$ cat src/sv/ctsc_pkg.sv
`timescale 1ns / 1ps
`default_nettype none

package ctsc_pkg;

	typedef enum logic [1:0] {
		CMD_META   = 2'd0,
		CMD_HEADER = 2'd1,
		CMD_DATA   = 2'd2,
		CMD_DONE   = 2'd3
	} cmd_code_t;

	typedef enum logic [3:0] {
		ST_OPENED     = 4'd0,
		ST_REPLACED   = 4'd1,
		ST_NO_SLOT    = 4'd2,
		ST_IGNORED    = 4'd3,
		ST_HEADER_OK  = 4'd4,
		ST_STREAM_ERR = 4'd5,
		ST_BYTE_OK    = 4'd6,
		ST_READY      = 4'd7,
		ST_ABORTED    = 4'd8,
		ST_INCOMPLETE = 4'd9,
		ST_CRC_BAD    = 4'd10
	} status_t;

	typedef struct packed {
		cmd_code_t   cmd;
		logic [47:0] peer_mac;
		logic [31:0] file_id;
		logic [31:0] file_bytes;
		logic [15:0] chunk_count;
		logic [31:0] file_crc;
		logic [15:0] chunk_index;
		logic [15:0] chunk_len;
		logic [7:0]  data_byte;
		logic        done_complete;
	} item_t;

	typedef struct packed {
		status_t     status;
		logic [1:0]  session_slot;
		logic [7:0]  data_out;
		logic        data_valid;
		logic [15:0] chunks_seen;
		logic [31:0] bytes_seen;
	} result_t;

	// sequencing commands from controller to datapath
	typedef struct packed {
		logic capture;
		logic lookup;
		logic commit;
	} ctl_cmd_t;

endpackage

`default_nettype wire

$ cat src/sv/ctsc_datapath.sv
`timescale 1ns / 1ps
`default_nettype none

module ctsc_datapath
	import ctsc_pkg::*;
#(
	parameter int SESSIONS  = 4,
	parameter int MAX_CHUNK = 16384
) (
	input  wire logic     clk,
	input  wire logic     arst_n,
	input  ctl_cmd_t      ctl,
	input  item_t         item,
	output result_t       result
);

	localparam int SLOT_W = (SESSIONS > 1) ? $clog2(SESSIONS) : 1;

	function automatic logic [1:0] slot2(input logic [SLOT_W-1:0] s);
		logic [SLOT_W+1:0] e;
		e = {2'b00, s};
		return e[1:0];
	endfunction

	function automatic logic [31:0] crc_step(input logic [31:0] crc, input logic [7:0] b);
		logic [31:0] c;
		c = ~crc ^ {24'd0, b};
		for (int k = 0; k < 8; k++) begin
			c = c[0] ? ((c >> 1) ^ 32'hEDB88320) : (c >> 1);
		end
		return ~c;
	endfunction

	// slot register file
	logic [SESSIONS-1:0] active_q;
	logic [47:0]         sender_q   [SESSIONS];
	logic [31:0]         file_q     [SESSIONS];
	logic [31:0]         size_q     [SESSIONS];
	logic [15:0]         total_q    [SESSIONS];
	logic [15:0]         next_q     [SESSIONS];
	logic [31:0]         crc_exp_q  [SESSIONS];
	logic [31:0]         crc_run_q  [SESSIONS];
	logic [31:0]         bytes_q    [SESSIONS];
	logic [15:0]         due_q      [SESSIONS];

	item_t               item_q;
	result_t             result_q;

	logic [SESSIONS-1:0] match;
	logic                hit;
	logic [SLOT_W-1:0]   hit_idx;
	logic                free_ok;
	logic [SLOT_W-1:0]   free_idx;
	logic                hit_q;
	logic [SLOT_W-1:0]   hit_idx_q;
	logic                free_ok_q;
	logic [SLOT_W-1:0]   free_idx_q;

	always_ff @(posedge clk) begin
		if (ctl.capture) begin
			item_q <= item;
		end
	end

	// sender lookup and lowest free slot
	always_comb begin
		hit      = 1'b0;
		hit_idx  = '0;
		free_ok  = 1'b0;
		free_idx = '0;
		for (int i = 0; i < SESSIONS; i++) begin
			match[i] = active_q[i] && (sender_q[i] == item_q.peer_mac);
		end
		for (int i = SESSIONS - 1; i >= 0; i--) begin
			if (match[i]) begin
				hit     = 1'b1;
				hit_idx = SLOT_W'(i);
			end
			if (!active_q[i]) begin
				free_ok  = 1'b1;
				free_idx = SLOT_W'(i);
			end
		end
	end

	always_ff @(posedge clk) begin
		if (ctl.lookup) begin
			hit_q      <= hit;
			hit_idx_q  <= hit_idx;
			free_ok_q  <= free_ok;
			free_idx_q <= free_idx;
		end
	end

	// execute
	logic [31:0]       rd_file, rd_size, rd_crc_exp, rd_crc_run, rd_bytes;
	logic [15:0]       rd_total, rd_next, rd_due;
	logic              file_ok, hdr_err, complete;
	logic              wr_open, wr_hdr, wr_data, wr_drop;
	logic [SLOT_W-1:0] wr_idx;
	result_t           res;

	always_comb begin
		rd_file    = file_q[hit_idx_q];
		rd_size    = size_q[hit_idx_q];
		rd_total   = total_q[hit_idx_q];
		rd_next    = next_q[hit_idx_q];
		rd_crc_exp = crc_exp_q[hit_idx_q];
		rd_crc_run = crc_run_q[hit_idx_q];
		rd_bytes   = bytes_q[hit_idx_q];
		rd_due     = due_q[hit_idx_q];

		file_ok  = (rd_file == item_q.file_id);
		hdr_err  = (rd_due != 16'd0) || (item_q.chunk_index != rd_next) ||
			(({1'b0, rd_bytes} + 33'(item_q.chunk_len)) > {1'b0, rd_size}) ||
			(item_q.chunk_len > 16'(MAX_CHUNK));
		complete = item_q.done_complete && (rd_next == rd_total) && (rd_bytes == rd_size);

		wr_open = 1'b0;
		wr_hdr  = 1'b0;
		wr_data = 1'b0;
		wr_drop = 1'b0;
		wr_idx  = hit_idx_q;

		res.status       = ST_IGNORED;
		res.session_slot = slot2(hit_idx_q);
		res.data_out     = 8'd0;
		res.data_valid   = 1'b0;
		res.chunks_seen  = rd_next;
		res.bytes_seen   = rd_bytes;

		if (item_q.cmd == CMD_META) begin
			res.chunks_seen = 16'd0;
			res.bytes_seen  = 32'd0;
			if (hit_q) begin
				wr_open    = 1'b1;
				res.status = ST_REPLACED;
			end else if (free_ok_q) begin
				wr_open          = 1'b1;
				wr_idx           = free_idx_q;
				res.status       = ST_OPENED;
				res.session_slot = slot2(free_idx_q);
			end else begin
				res.status       = ST_NO_SLOT;
				res.session_slot = 2'd0;
			end
		end else if (!hit_q) begin
			res.session_slot = 2'd0;
			res.chunks_seen  = 16'd0;
			res.bytes_seen   = 32'd0;
		end else if (file_ok) begin
			case (item_q.cmd)
				CMD_HEADER: begin
					if (hdr_err) begin
						wr_drop    = 1'b1;
						res.status = ST_STREAM_ERR;
					end else begin
						wr_hdr          = 1'b1;
						res.status      = ST_HEADER_OK;
						res.chunks_seen = rd_next + 16'd1;
					end
				end
				CMD_DATA: begin
					// a stray byte with nothing due stays ignored
					if (rd_due != 16'd0) begin
						wr_data         = 1'b1;
						res.status      = ST_BYTE_OK;
						res.data_out    = item_q.data_byte;
						res.data_valid  = 1'b1;
						res.bytes_seen  = rd_bytes + 32'd1;
					end
				end
				CMD_DONE: begin
					wr_drop = 1'b1;
					if (complete && (rd_crc_run == rd_crc_exp)) begin
						res.status = ST_READY;
					end else if (!item_q.done_complete) begin
						res.status = ST_ABORTED;
					end else if (!complete) begin
						res.status = ST_INCOMPLETE;
					end else begin
						res.status = ST_CRC_BAD;
					end
				end
				default: begin
					res.status = ST_IGNORED;
				end
			endcase
		end
	end

	always_ff @(posedge clk or negedge arst_n) begin
		if (!arst_n) begin
			active_q <= '0;
		end else if (ctl.commit) begin
			if (wr_open) begin
				active_q[wr_idx] <= 1'b1;
			end
			if (wr_drop) begin
				active_q[wr_idx] <= 1'b0;
			end
		end
	end

	always_ff @(posedge clk) begin
		if (ctl.commit) begin
			result_q <= res;
			if (wr_open) begin
				sender_q[wr_idx]  <= item_q.peer_mac;
				file_q[wr_idx]    <= item_q.file_id;
				size_q[wr_idx]    <= item_q.file_bytes;
				total_q[wr_idx]   <= item_q.chunk_count;
				crc_exp_q[wr_idx] <= item_q.file_crc;
				next_q[wr_idx]    <= 16'd0;
				crc_run_q[wr_idx] <= 32'd0;
				bytes_q[wr_idx]   <= 32'd0;
				due_q[wr_idx]     <= 16'd0;
			end
			if (wr_hdr) begin
				next_q[wr_idx] <= rd_next + 16'd1;
				due_q[wr_idx]  <= item_q.chunk_len;
			end
			if (wr_data) begin
				crc_run_q[wr_idx] <= crc_step(rd_crc_run, item_q.data_byte);
				bytes_q[wr_idx]   <= rd_bytes + 32'd1;
				due_q[wr_idx]     <= rd_due - 16'd1;
			end
		end
	end

	assign result = result_q;

`ifndef SYNTHESIS
	a_unique_sender: assert property (@(posedge clk) disable iff (!arst_n)
		$onehot0(match))
		else $error("sender open in more than one slot");
	a_byte_flag: assert property (@(posedge clk) disable iff (!arst_n)
		ctl.commit |=> (result_q.data_valid == (result_q.status == ST_BYTE_OK)))
		else $error("data_valid disagrees with status");
`endif

endmodule

`default_nettype wire

$ cat config.mk
export PLATFORM = sky130hd
export DESIGN_NAME = ctsc_datapath
export DESIGN_NICKNAME = d
export VERILOG_FILES = /design/src/sv/ctsc_pkg.sv /design/src/sv/ctsc_datapath.sv
export SDC_FILE = /design/constraint.sdc
export NUM_CORES = 1
export LEC_CHECK = 0
export BUFFER_PORTS_ARGS = -buffer_cell sky130_fd_sc_hd__buf_4
export CORE_MARGIN = 2
export CORE_UTILIZATION = 55
export DETAILED_ROUTE_END_ITERATION = 6
export GPL_TIMING_DRIVEN = 1
export PLACE_DENSITY_LB_ADDON = 0.2
export SETUP_SLACK_MARGIN = 0.5
export SYNTH_ARGS = -nofsm -noshare
export SYNTH_HDL_FRONTEND = slang
export SYNTH_SLANG_ARGS = --single-unit
$ cat constraint.sdc
create_clock -name clk -period 16.7 [get_ports clk]
set_input_delay 0.835 -clock clk [delete_from_list [all_inputs] [get_ports clk]]
set_output_delay 0.835 -clock clk [all_outputs]
set_load 0.01 [all_outputs]
==> metrics.md, run 1 <==
| Metric | Value |
|---|---|
| Status | finished clean |
| Synthesized area per cell | ~18 um^2 |
| RR Startpoint | hit_idx_q[0]$_SDFFCE_PP0P_ |
| Mux share of post-synthesis cell area | roughly 8.8% |
| Final Hold Viols | 0 |
| Simple-gate area share of the yosys netlist | approximately 5.0% |
| RR Endpoint | next_q[0][0]$_DFFE_PP_ |
| Vias in the first global route | approximately 28,000 |
| Initial antenna violation count | 0 |
| Detail Route Antenna Nets | 0 |
| Bufs on Longest Clock Path | 3 |
| Path type of the worst setup path | reg -> reg |
| CP Capture Point | next_q[0][0]$_DFFE_PP_ |
| Final worst-path cycle share | 56.1% |
| Routed wire length | 120,000 um |
| #FFs+latches synth | 1,300 |
| Core Area | 96,300 um^2 |
| Number of synthesized flops with an enable pin | 1,296 |
| Clock skew | 0.0298 ns |
| Cell Rows | roughly 110 |
| Post-synth top flop | edfxtp_1 |
| Area grow syn2layout | 14.2% |
| Synth top area share | 73.1% |
| Die Height | 315 um |
| Routed vias/inst | 5.87 |
| Register area | 39,000 um^2 |
| Via count | around 27,000 |
| R2R depth | 20 |
| Worst min path class | in -> reg |
| Post-synth cell types | 75 |
| DR WL/cell | 25.8 um |
| Setup ws final | 7.33 ns |
| Reg clk slew, reported paths | about 0.060 ns |
| Commonest non-fill, non-tap cell in the layout | edfxtp_1 |
| Clk Latency, worst-skew pair | 0.75 ns |
| Syn nets | 3,180 |
| Area of the multi-input gates | 13,500 um^2 |
| Post-synthesis xor/xnor area fraction | under 10% |
| Main area contributors after synthesis | edfxtp_1 (73%), mux4_2 (8.8%), xnor2_1 (4.1%), xor2_1 (3.6%), ha_1 (1.2%) |
| R2R setup slack | 7.33 ns |
| Layout cells sized above 1 | 21.4% |
| Tot Pwr | about 0.0070 W |
| FMAX | 107 MHz |
| Max Slew Vio Count | 0 |
| MaxCap Viol Count | 0 |
| Most frequent cells in the layout | edfxtp_1 (1,296), buf_4 (305), xnor2_1 (247), xor2_1 (222), mux4_2 (208) |
| First-pass GRT wire length | 178,000 um |
| Synth Area in Compound Gates | between 2 and 2.5% |
| Data arrival, critical path | roughly 10 ns |
| Worst vdd ir | 0.0856 mV |
| Post-DP HPWL | 77,700 um |
| Synth area leader | edfxtp_1 |
| Relative slew slack | 16.2% |
| Post-Synth Adder-Cell Area | 1.24% |
| DRC Markers | 0 |
| IO Port Bufs | 270 |
| Clk root buf | clkbuf_16 |
| Yosys Warn Count | 0 |
| Post-Syn Area | 53,300 um^2 |
| CP Launch Point | hit_idx_q[0]$_SDFFCE_PP0P_ |
| Fraction of registers with async set/reset | 0.308% |
| NumNets Final | approximately 3,500 |
| Gpl congestion | between 0.8 and 0.9 |
| Router iterations before antenna repair | 5 |
| CTS Buf Count | 133 |
| Crit path required time | between 15 and 20 ns |
| Gr usage total | 24.3% |
| RSZ-0062 raised after global routing | no |
| Initial core utilization | 55.3% |
| PD cells | 116 nW/um^2 |
| Setup TNS Final | 0 ns |
| Fillers | a little under 7,000 |
| I/O pin cnt | 271 |
| DR iter-0 viols | 2,470 |
| Slew @ Worst Pin | between 1 and 1.5 ns |
| Pre-CTS WS | 7.47 ns |
| Die area | 99,400 um^2 |
| Crit Path Max Fanout | between 70 and 80 |
| Final setup viols | 0 |
| Die Width | 315 um |
| H-tree depth | 4 |
| CP startpoint kind | register |
| CTS tree | built |
| Cell leakage power | 20.4 nW |
| Largest net degree at the start of global routing | 162 |
| Fin crit period | 9.37 ns |
| Post-synthesis sequential area ratio | 73.2% |
| GRT overflow | 0 |
| Post-Syn Instances | slightly below 3,000 |
| CTS sink count | 1,300 |
| CP endpoint kind | register |
| Largest family of logic cells by synthesized area | multiplexers |
-- layer usage --
metal | track usage, % | routed length [um]
met5 | 0 | 0
met4 | 7.06 | 2510
met2 | 39.1 | 58600
met1 | 34.6 | 50700
met3 | 4.18 | 7700
-- stage by stage --
stage | hold WS [ns] | std cells | area (um^2) | util, %
after floorplan | 0.459 | 2920 | 53300 | -
after global placement | 0.466 | 4405 | 56800 | 59.0
after detailed placement | 0.483 | 4405 | 56800 | 59.0
after CTS | 0.215 | 4637 | 60900 | 63.2
after global routing | 0.239 | 4637 | 60900 | 63.2
final | 0.264 | 4638 | 60900 | 63.2
-- cell usage after synthesis, types with 6 or more instances --
library cell / instances
buf_2: 19
o211ai_1: 8
edfxtp_1: 1296
nor2_1: 166
nor3_1: 20
nand3_1: 32
nand4_1: 56
and3_1: 25
xor2_1: 222
o21a_1: 7
nand2_1: 89
a21o_1: 16
xnor2_1: 247
o21ai_0: 16
a21oi_1: 53
o22ai_1: 9
nor3b_1: 6
mux4_2: 208
ha_1: 51
nand2b_1: 10
nor2b_1: 9
buf_6: 14
or3_1: 14
buf_1: 6
and2_1: 9
clkbuf_1: 53
o21ai_1: 26
inv_1: 75
nor4_1: 53
or4_1: 14
-- sequential cells by signal (all words and copies together), names as in the netlist --
register and count:
crc_exp_q 128, size_q 128, bytes_q 128, hit_q 1, active_q 4, result 63
sender_q 192, free_idx_q 2, hit_idx_q 2, total_q 64, crc_run_q 128, next_q 64
file_q 128, free_ok_q 1, due_q 64, item_q 203
-- worst min path at each step --
stage | startpoint | end | slack [ns] | cells past startpoint
CTS | item[67] | item_q[67]$_DFFE_PP_ | 0.22 | 1
detailed placement | item_q[48]$_DFFE_PP_ | crc_exp_q[1][7]$_DFFE_PP_ | 0.48 | 0
finish | item[97] | item_q[97]$_DFFE_PP_ | 0.26 | 1
floorplan | item_q[41]$_DFFE_PP_ | crc_exp_q[0][0]$_DFFE_PP_ | 0.46 | 0
global route | item[41] | item_q[41]$_DFFE_PP_ | 0.24 | 1
global placement | item_q[111]$_DFFE_PP_ | size_q[0][22]$_DFFE_PP_ | 0.47 | 0
-- cell families (layout without fill, tap and decap cells) --
| kind of cell | Yosys count | count (layout) |
|---|---|---|
| adder cells (fa/ha/maj) | 52 | 52 |
| multiplexers | 209 | 209 |
| other | 0 | 1 |
| XOR/XNOR | 474 | 474 |
| buffers and inverters | 176 | 617 |
| AO/OA/AOI/OAI | 187 | 187 |
| AND/OR/NAND/NOR | 522 | 522 |
| flip-flops | 1300 | 1300 |
-- critical path: stages (launching register included) --
cell,delay [ns]
edfxtp_1,0.87
buf_12,0.54
mux4_2,0.70
ha_1,0.38
o21a_1,0.19
a211oi_1,0.12
o311ai_0,0.80
nand3b_1,0.25
a21oi_1,0.68
nand2_1,0.15
xnor2_1,0.17
ha_1,0.32
a211o_1,0.28
a2111oi_0,0.69
nand3_1,0.16
o21a_1,0.25
a2111oi_0,0.53
and4bb_1,0.79
nor2b_1,0.20
nor2_1,0.55
buf_4,0.32
-- power by group --
group          internal, W  switching [W]
Sequential         0.00369      0.0000899
Clock              0.00160        0.00118
Combinational     0.000209       0.000264
-- final cells by class --
cell class                      instances  area share, %
Sequential cell                      1300           64.1
Multi-Input combinational cell       1444           22.2
Clock buffer                          170           5.87
Timing Repair Buffer                  311           3.93
Tap cell                             1276           2.62
Clock inverter                         61          0.822
Inverter                               75          0.463
Antenna cell                            1        0.00411
-- repair_timing --
action	4_1_cts	5_1_grt
buffers inserted	0	0
hold endpoints to repair	4	0
gates resized for setup	0	0
hold buffers	1	0
Note: power is estimated with default switching activity, not from simulation.
==> inputs of run 2 (changes only) <==
- clock period: 16.7 -> 8.3 ns (I/O delays scaled with it)
==> run 2 against run 1 <==
Critical path depth unchanged. Combinational power increased by 120%. Highest routed layer is now met5. Setup slack got worse by 6.5 ns. Count of clock-buffer cells in the layout decreased by 7. Critical path type unchanged. Non-clock buffer count increased by 206. First-iteration DRC count increased by 21%. Clock power increased by 110%. Register-to-register slack got worse by 6.5 ns.
==> metrics.md, run 2 (synthesis results as in run 1) <==
| Metric | Value |
|---|---|
| Worst path most repeated cell | buf_4 |
| CP Launch Point | hit_idx_q[1]$_SDFFCE_PP0P_ |
| Path type of the worst setup path | reg -> reg |
| Core Area | 96,300 um^2 (unchanged) |
| GRT overflow | 0 (unchanged) |
| DRC Markers | 0 (unchanged) |
| Reg clk slew, reported paths | 0.05 ns (about the same) |
| CTS sink count | 1,300 (unchanged) |
| Via count | 28,400 (+4.2%) |
| Routed vias/inst | 5.84 (-0.45%) |
| Final worst-path cycle share | 89.7% (+34 points) |
| Status | finished clean |
| Final core occ | 65.6% (+2.4 points) |
| Vias in the first global route | 28,800 (+2.5%) |
| Die Width | 315 um (unchanged) |
| Setup ws final | 0.852 ns (-6.48 ns) |
| H-tree depth | 4 (unchanged) |
| Setup TNS Final | 0 ns (unchanged) |
| Area of the multi-input gates | 13,500 um^2 (about the same) |
| Slew @ Worst Pin | 1.12 ns (-0.136 ns) |
| Largest registers | item_q: 203 flops, sender_q: 192 flops |
| Inserted Diodes | 0 (-1) |
| Initial core utilization | 55.3% (unchanged) |
| Worst vdd ir | 0.166 mV (+94%) |
| Die area | 99,400 um^2 (unchanged) |
| Commonest non-fill, non-tap cell in the layout | edfxtp_1 |
| Crit path required time | 8.72 ns (-8.41 ns) |
| Most frequent cells in the layout | edfxtp_1 (1,296), buf_4 (300), xnor2_1 (247), xor2_1 (222), mux4_2 (208) |
| RR Startpoint | hit_idx_q[1]$_SDFFCE_PP0P_ |
| Fillers | 6,521 (-3.7%) |
| Cell leakage power | 21.4 nW (+4.6%) |
| DR WL/cell | 25.2 um (-2.3%) |
| NumNets Final | 3,734 (+5.9%) |
| Cell Rows | 114 (unchanged) |
| Bufs and invs on worst path | 4 (+2) |
| Final setup viols | 0 (unchanged) |
| Relative slew slack | 25.7% (+9.4 points) |
| Layout cells sized above 1 | 20.4% (-0.98 points) |
| Post-DP HPWL | 77,600 um (about the same) |
| Initial antenna violation count | 3 (+3) |
| FMAX | 134 MHz (+26%) |
| I/O pin cnt | 271 (unchanged) |
| Largest Register | item_q |
| Fin crit period | 7.45 ns (-1.92 ns) |
| Clk Latency, worst-skew pair | 0.75 ns (about the same) |
| Router iterations before antenna repair | 6 (+1) |
| Cell Count, Final, Fillers Out | 4,856 (+4.7%) |
| Largest stage delay on the critical path | 0.71 ns (-0.16 ns) |
| Pre-CTS WS | 0.0495 ns (-7.42 ns) |
| Routed wire length | 122,000 um (+2.3%) |
| Max reg flops | 203 (unchanged) |
| Data arrival, critical path | 7.87 ns (-1.93 ns) |
| Detail Route Antenna Nets | 0 (unchanged) |
| RSZ-0062 raised after global routing | no |
| Area grow syn2layout | 18.5% |
| CP endpoint kind | register |
| DR iter-0 viols | 2,980 (+21%) |
| IO Port Bufs | 270 (unchanged) |
| Largest net degree at the start of global routing | 161 (-0.62%) |
| Worst min path class | in -> async |
| Clk root buf | clkbuf_16 |
| Crit path cell chain | buf_4 -> buf_6 -> mux4_2 -> nand4_1 -> nor3_1 -> nand3_1 -> a21oi_2 -> nand2_1 -> xnor2_1 -> ha_1 -> a211o_1 -> a2111oi_1 -> nand3_1 -> o21a_1 -> a2111oi_2 -> and4bb_1 -> buf_4 -> and3b_1 -> nor2_1 -> buf_4 |
| Gpl congestion | 0.937 (+6.5%) |
| Final Hold Viols | 0 (unchanged) |
| Die Height | 315 um (unchanged) |
| CTS Buf Count | 136 (+2.3%) |
| CP startpoint kind | register |
| Hold Slack | 0.0797 ns (-0.184 ns) |
| Bufs on Longest Clock Path | 3 (unchanged) |
| Register area | 39,000 um^2 (unchanged) |
| CTS tree | built |
| Gr usage total | 25.0% (+0.71 points) |
| First-pass GRT wire length | 183,000 um (+2.9%) |
| Max Slew Vio Count | 0 (unchanged) |
| Clock skew | 0.0268 ns (-0.00298 ns) |
| PD cells | 228 nW/um^2 (+97%) |
| MaxCap Viol Count | 0 (unchanged) |
| Placed cells | 4,404 (-0.023%) |
| Crit Path Max Fanout | 45 (-41%) |
| Slowest CP cell | edfxtp_1 |
| CP top delay family | simple AND/OR/NAND/NOR gates |
run 2: timing repair:
item                                    4_1_cts  5_1_grt
endpoints found under the setup margin      192      244
cloned                                        0        0
pin swaps                                     0        0
buffers inserted                              3        0
hold endpoints to repair                    213        0
hold buffers                                205        0
gates resized for setup                       3        3
run 2: worst register-to-register path, stage by stage (launching register included):
cell	delay (ns)
edfxtp_1	0.71
buf_4	0.26
buf_6	0.44
mux4_2	0.52
nand4_1	0.31
nor3_1	0.43
nand3_1	0.38
a21oi_2	0.48
nand2_1	0.12
xnor2_1	0.15
ha_1	0.32
a211o_1	0.29
a2111oi_1	0.53
nand3_1	0.16
o21a_1	0.25
a2111oi_2	0.51
and4bb_1	0.31
buf_4	0.25
and3b_1	0.24
nor2_1	0.16
buf_4	0.30
run 2: stage by stage:
step | area [um^2] | total power (W)
2_1_floorplan | 53300 | 0.00828
3_3_place_gp | 56800 | 0.00868
3_5_place_dp | 56800 | 0.00870
4_1_cts | 63100 | 0.0145
5_1_grt | 63100 | 0.0149
6_report | 63100 | 0.0144
run 2: metal layers:
layer  part of all wire [%]  up-vias  track usage, %
met5                  0.011        -               0
met4                    2.1        2            6.75
met3                    6.7      175            4.07
met2                     49     1107            40.6
met1                     42    14600            35.7
li1                       -    12500               -
run 2: where the power goes:
group	switching [W]	internal [W]
Clock	0.00248	0.00329
Sequential	0.000182	0.00743
Combinational	0.000553	0.000486
Total	0.00322	0.0112
run 2: final cells by class:
class                      count  area share (%)
sequential                  1300            61.8
multi-input combinational   1444            21.4
timing repair buffer         517            7.16
clock buffer                 163            5.55
tap                         1276            2.53
clock inverter                81            1.13
inverter                      75           0.446
run 2: worst paths after layout:
| check | endpoint | slack (ns) | depth (start not counted) |
|---|---|---|---|
| worst max register to register | due_q[0][8]$_DFFE_PP_ | 0.85 | 20 |
| min in group clk | item_q[53]$_DFFE_PP_ | 0.15 | 1 |
| worst max-delay path | due_q[0][8]$_DFFE_PP_ | 0.85 | 20 |
| worst min register to register | crc_exp_q[1][10]$_DFFE_PP_ | 0.49 | 0 |
| worst min-delay path | active_q[1]$_DFFE_PN0P_ | 0.08 | 2 |
| max in group asynchronous | active_q[2]$_DFFE_PN0P_ | 8.12 | 2 |
